===== src/rtl/rab_pkg.sv =====
// shared types and constants for the running average background block
package rab_pkg;

  localparam int PIX_W   = 8;
  localparam int CNT_W   = 16;
  localparam int DIV_W   = CNT_W + 1;
  localparam int CFG_W_W = 11;
  localparam int CFG_H_W = 10;
  localparam int CFG_D_W = 11;
  localparam int CFG_I_W = 1;

  localparam logic [CNT_W-1:0]   CNT_MAX      = 16'hFFFF;
  localparam logic [CFG_W_W-1:0] WIDTH_RESET  = 11'd640;
  localparam logic [CFG_H_W-1:0] HEIGHT_RESET = 10'd480;

  localparam logic [CFG_I_W-1:0] REG_FRAME_WIDTH  = 1'b0;
  localparam logic [CFG_I_W-1:0] REG_FRAME_HEIGHT = 1'b1;

  typedef struct packed {
    logic latch;
    logic div_start;
    logic rd_en;
    logic mul_en;
    logic commit;
  } rab_cmd_t;

  typedef struct packed {
    logic first_pix;
    logic div_done;
  } rab_sts_t;

endpackage


===== src/rtl/rab_ctrl.sv =====
// sequencer for one pixel at a time: weight, store read, multiply, commit
module rab_ctrl (
  input  logic              clk,
  input  logic              rst_n,
  input  logic              in_valid,
  output logic              in_ready,
  output logic              out_valid,
  input  logic              out_ready,
  input  rab_pkg::rab_sts_t sts,
  output rab_pkg::rab_cmd_t cmd
);

  typedef enum logic [2:0] {
    S_IDLE,
    S_DIV_GO,
    S_DIV_WAIT,
    S_READ,
    S_MUL,
    S_FIN
  } state_t;

  state_t state_r;
  state_t state_nxt;
  logic   out_valid_r;
  logic   out_valid_nxt;
  logic   slot_free;

  assign slot_free = !out_valid_r || out_ready;

  always_comb begin
    cmd           = '0;
    state_nxt     = state_r;
    out_valid_nxt = out_valid_r && !out_ready;
    case (state_r)
      S_IDLE: begin
        if (in_valid) begin
          cmd.latch = 1'b1;
          state_nxt = sts.first_pix ? S_DIV_GO : S_READ;
        end
      end
      S_DIV_GO: begin
        cmd.div_start = 1'b1;
        state_nxt     = S_DIV_WAIT;
      end
      S_DIV_WAIT: begin
        if (sts.div_done) state_nxt = S_READ;
      end
      S_READ: begin
        cmd.rd_en = 1'b1;
        state_nxt = S_MUL;
      end
      S_MUL: begin
        cmd.mul_en = 1'b1;
        state_nxt  = S_FIN;
      end
      S_FIN: begin
        // wait here while the previous result still sits in the output register
        if (slot_free) begin
          cmd.commit    = 1'b1;
          out_valid_nxt = 1'b1;
          state_nxt     = S_IDLE;
        end
      end
      default: state_nxt = S_IDLE;
    endcase
  end

  always_ff @(posedge clk) begin
    if (!rst_n) begin
      state_r     <= S_IDLE;
      out_valid_r <= 1'b0;
    end else begin
      state_r     <= state_nxt;
      out_valid_r <= out_valid_nxt;
    end
  end

  assign in_ready  = (state_r == S_IDLE);
  assign out_valid = out_valid_r;

endmodule


===== config.mk =====
export PLATFORM = sky130hd
export DESIGN_NAME = rab_ctrl
export DESIGN_NICKNAME = d
export VERILOG_FILES = /design/src/rtl/rab_pkg.sv /design/src/rtl/rab_ctrl.sv
export SDC_FILE = /design/constraint.sdc
export NUM_CORES = 1
export LEC_CHECK = 0
export ABC_AREA = 1
export BUFFER_PORTS_ARGS = -buffer_cell sky130_fd_sc_hd__buf_2
export CAP_MARGIN = 20
export CORE_AREA = 2 2 39 41
export DETAILED_ROUTE_END_ITERATION = 10
export DIE_AREA = 0 0 41 43
export HOLD_SLACK_MARGIN = 0.05
export PLACE_DENSITY_LB_ADDON = 0.08
export REMOVE_ABC_BUFFERS = 1
export SYNTH_ARGS = -nofsm -noshare
export SYNTH_HDL_FRONTEND = slang
export SYNTH_SLANG_ARGS = --single-unit

===== constraint.sdc =====
create_clock -name clk -period 1.3 [get_ports clk]
set_clock_uncertainty 0.15 [all_clocks]
set_input_delay 0.26 -clock clk [delete_from_list [all_inputs] [get_ports clk]]
set_output_delay 0.26 -clock clk [all_outputs]
set_load 0.1 [all_outputs]

==> flow_metrics.py <==
metrics = {
    "yosys": {
        "synth_xor_area_share_pct": 0,
        "ys_ff_latch": 4,
        "synth_compound_area_share_pct": 6.13,
        "async_reset_ff_share_pct": 0,
        "synth_top_area_share_pct": 30.2,
        "synth_cell_types": 12,
        "synth_ff_type": "dfxtp_1",
        "synth_cells": 44,
        "synth_edf_count": 0,
        "synth_top_family_by_area": "simple AND/OR/NAND/NOR gates",
        "synthAdderAreaFrac_pct": 0,
        "avgSynthCellArea_um2": 6.03,
        "synthSimpleGateAreaFrac_pct": 48.1,
        "seq_area_frac_synth_pct": 30.2,
        "muxShareOfSynthArea_pct": 0,
        "yosysWarnings": 0,
        "synth.most_common_cell": "nor2_1",
        "synth_area_leaders": "dfxtp_1 (30%), nor2_1 (16%), nand2_1 (8.5%), nand3_1 (7.5%), inv_1 (7.1%)",
        "synth_top_area_cell": "dfxtp_1",
        "synth_area_um2": 265,
        "synth_common_cells": "nor2_1 (11), nand2_1 (6), inv_1 (5), dfxtp_1 (4), nand3_1 (4)",
    },
    "global_routing": {
        "grt_max_degree": 8,
        "grt_pass1_vias": 325,
        "grt_pass1_wl_mm": 1.19,
        "antenna_found_initial": 0,
        "grt_overflow": 0,
        "grtUsageTotal_pct": 10.1,
    },
    "detailed_routing": {
        "vias": 365,
        "dr.pass1.iters": 4,
        "wl_per_cell_um": 9.35,
        "vias_per_cell": 4.40,
        "drt_wl_total_um": 776,
        "drt_iter0_markers": 5,
        "drc": 0,
        "final_antenna_net_count": 0,
    },
    "timing": {
        "finalCritPeriodShare_pct": 115,
        "holdWs_ns": 0.150,
        "tightest_slew_ns": 0.191,
        "rsz0062_at_grt": "true",
        "finalSetupViolations": 6,
        "finalSetupTns_ns": -1.10,
        "maxSlewViolCount": 0,
        "period_minus_slack_ns": 1.50,
        "setup_slack_ns": -0.197,
        "max_freq_mhz": 668,
        "slew_headroom_pct": 87.2,
        "hold_viol": 0,
    },
    "floorplanning": {
        "core-area_um2": 1380,
        "rows": 14,
        "io_pins": 13,
        "die_area_um2": 1760,
        "die_h_um": 43,
        "die_w_um": 41,
        "initial_core_util_pct": 19.2,
    },
    "placement": {
        "io_buffers": 12,
        "hpwlAfterDp_um": 603,
        "gp_congestion": 0.790,
        "post-place-ws_ns": -0.0944,
    },
    "pwr": {
        "power_frac_comb_pct": 60.9,
        "leakage_nw": 0.275,
        "pwr-share-clk_pct": 17.4,
        "vdd_drop_max_v": 0.000758,
        "seqPwrFrac_pct": 21.7,
        "total_power_w": 0.000858,
        "p_sw_share_pct": 47.8,
        "switchingPower_w": 0.000410,
        "p_per_area_nw_per_um2": 1460,
        "internal_power_w": 0.000448,
    },
    "clocking": {
        "clockBufferDepth": 2,
        "root_buffer": "clkbuf_4",
        "cts_tree": "done",
        "h-tree-depth": 1,
        "cts.sinks": 4,
        "clock_latency_ns": 0.23,
        "cts_buffers": 3,
        "clkTransAtPathRegs_ns": 0.03,
    },
    "critical_path": {
        "cp-end-kind": "primary output",
        "worst-setup-path-type": "reg -> out",
        "path_max_fanout": 7,
        "worst-endpoint-required_ns": 0.89,
        "cp.arrival_ns": 1.09,
        "start_kind": "flip-flop",
    },
    "layout": {
        "layout.nets": 75,
        "fill_cells": 138,
        "syn_to_final_growth_pct": 122,
        "diodes": 0,
        "drive_gt1_share_pct": 61.2,
    },
    "status": {
        "status": "complete, but fails checks",
        "violations": "setup timing",
    },
    "job": {
        "cap_violations": 0,
    },
    "worst_hold_path": {
        "hold_path.class": "in -> reg",
    },
}
==> worst max-delay path, stage by stage (launching register included) <==
cell and delay (ns):
dfxtp_4 0.37, nor2_4 0.12, nand2_2 0.08, nor2_4 0.11, buf_12 0.18
==> worst paths after layout <==
check        startpoint          to  slack [ns]  depth (start not counted)
max          state_r[1]      cmd[4]       -0.20                          4
min               rst_n  state_r[1]        0.15                          3
max reg2reg  state_r[0]  state_r[1]        0.07                          7
min reg2reg   out_valid   out_valid        0.48                          3
==> cells in the final DEF (no fill, tap or decap), drive strengths merged <==
master and instances:
a21oi 2, a31oi 1, buf 21, clkbuf 3
dfxtp 4, inv 8, nand2 6, nand3 5
nor2 14, nor3 3
==> metrics by stage <==
step	instances	util, %	instance area (µm²)
6_report	83	42.5	588
5_1_grt	83	42.5	588
4_1_cts	84	42.0	581
3_5_place_dp	80	36.6	507
3_3_place_gp	80	36.6	507
2_1_floorplan	43	-	254
==> power by group through the flow <==
| stage | clock [W] | combinational [W] | sequential [W] |
|---|---|---|---|
| after detailed placement | 0 | 0.000490 | 0.000174 |
| after floorplan | 0 | 0.000289 | 0.000171 |
| after global placement | 0 | 0.000490 | 0.000173 |
| after global routing | 0.000165 | 0.000542 | 0.000190 |
| final | 0.000149 | 0.000522 | 0.000186 |
| after CTS | 0.000157 | 0.000526 | 0.000183 |
==> metal layers <==
layer  track usage, %  wire length [µm]
met1             10.3               326
met3             2.09                54
met5                0                 0
met2             16.6               388
met4             8.00                 6
==> repair_timing <==
action / 4_1_cts / 5_1_grt
gates cloned: 0 / 0
hold buffers: 0 / 0
pin swaps: 3 / 7
setup endpoints to repair: 8 / 8
setup buffers: 1 / 1
gates resized for setup: 14 / 4
==> logic make-up (layout without fill, tap and decap cells) <==
family / Yosys count / after routing
AOI/OAI and AO/OA: 3 / 3
buffers and inverters: 9 / 32
DFF: 4 / 4
and+or+nand+nor: 28 / 28
==> state kept, by name, summed over array words and instances, names as in the netlist <==
name / count
state_r: 3
out_valid: 1
==> final cells by class <==
cell class              count  area (µm²)  area share [%]
well taps                  16        20.0            3.40
inverters                   8        32.5            5.53
clock buffers               3        22.5            3.83
repair buffers             21         233            39.6
multi-input cells          31         189            32.1
flip-flops and latches      4        91.3            15.5
Note: power is estimated with default switching activity, not from simulation.
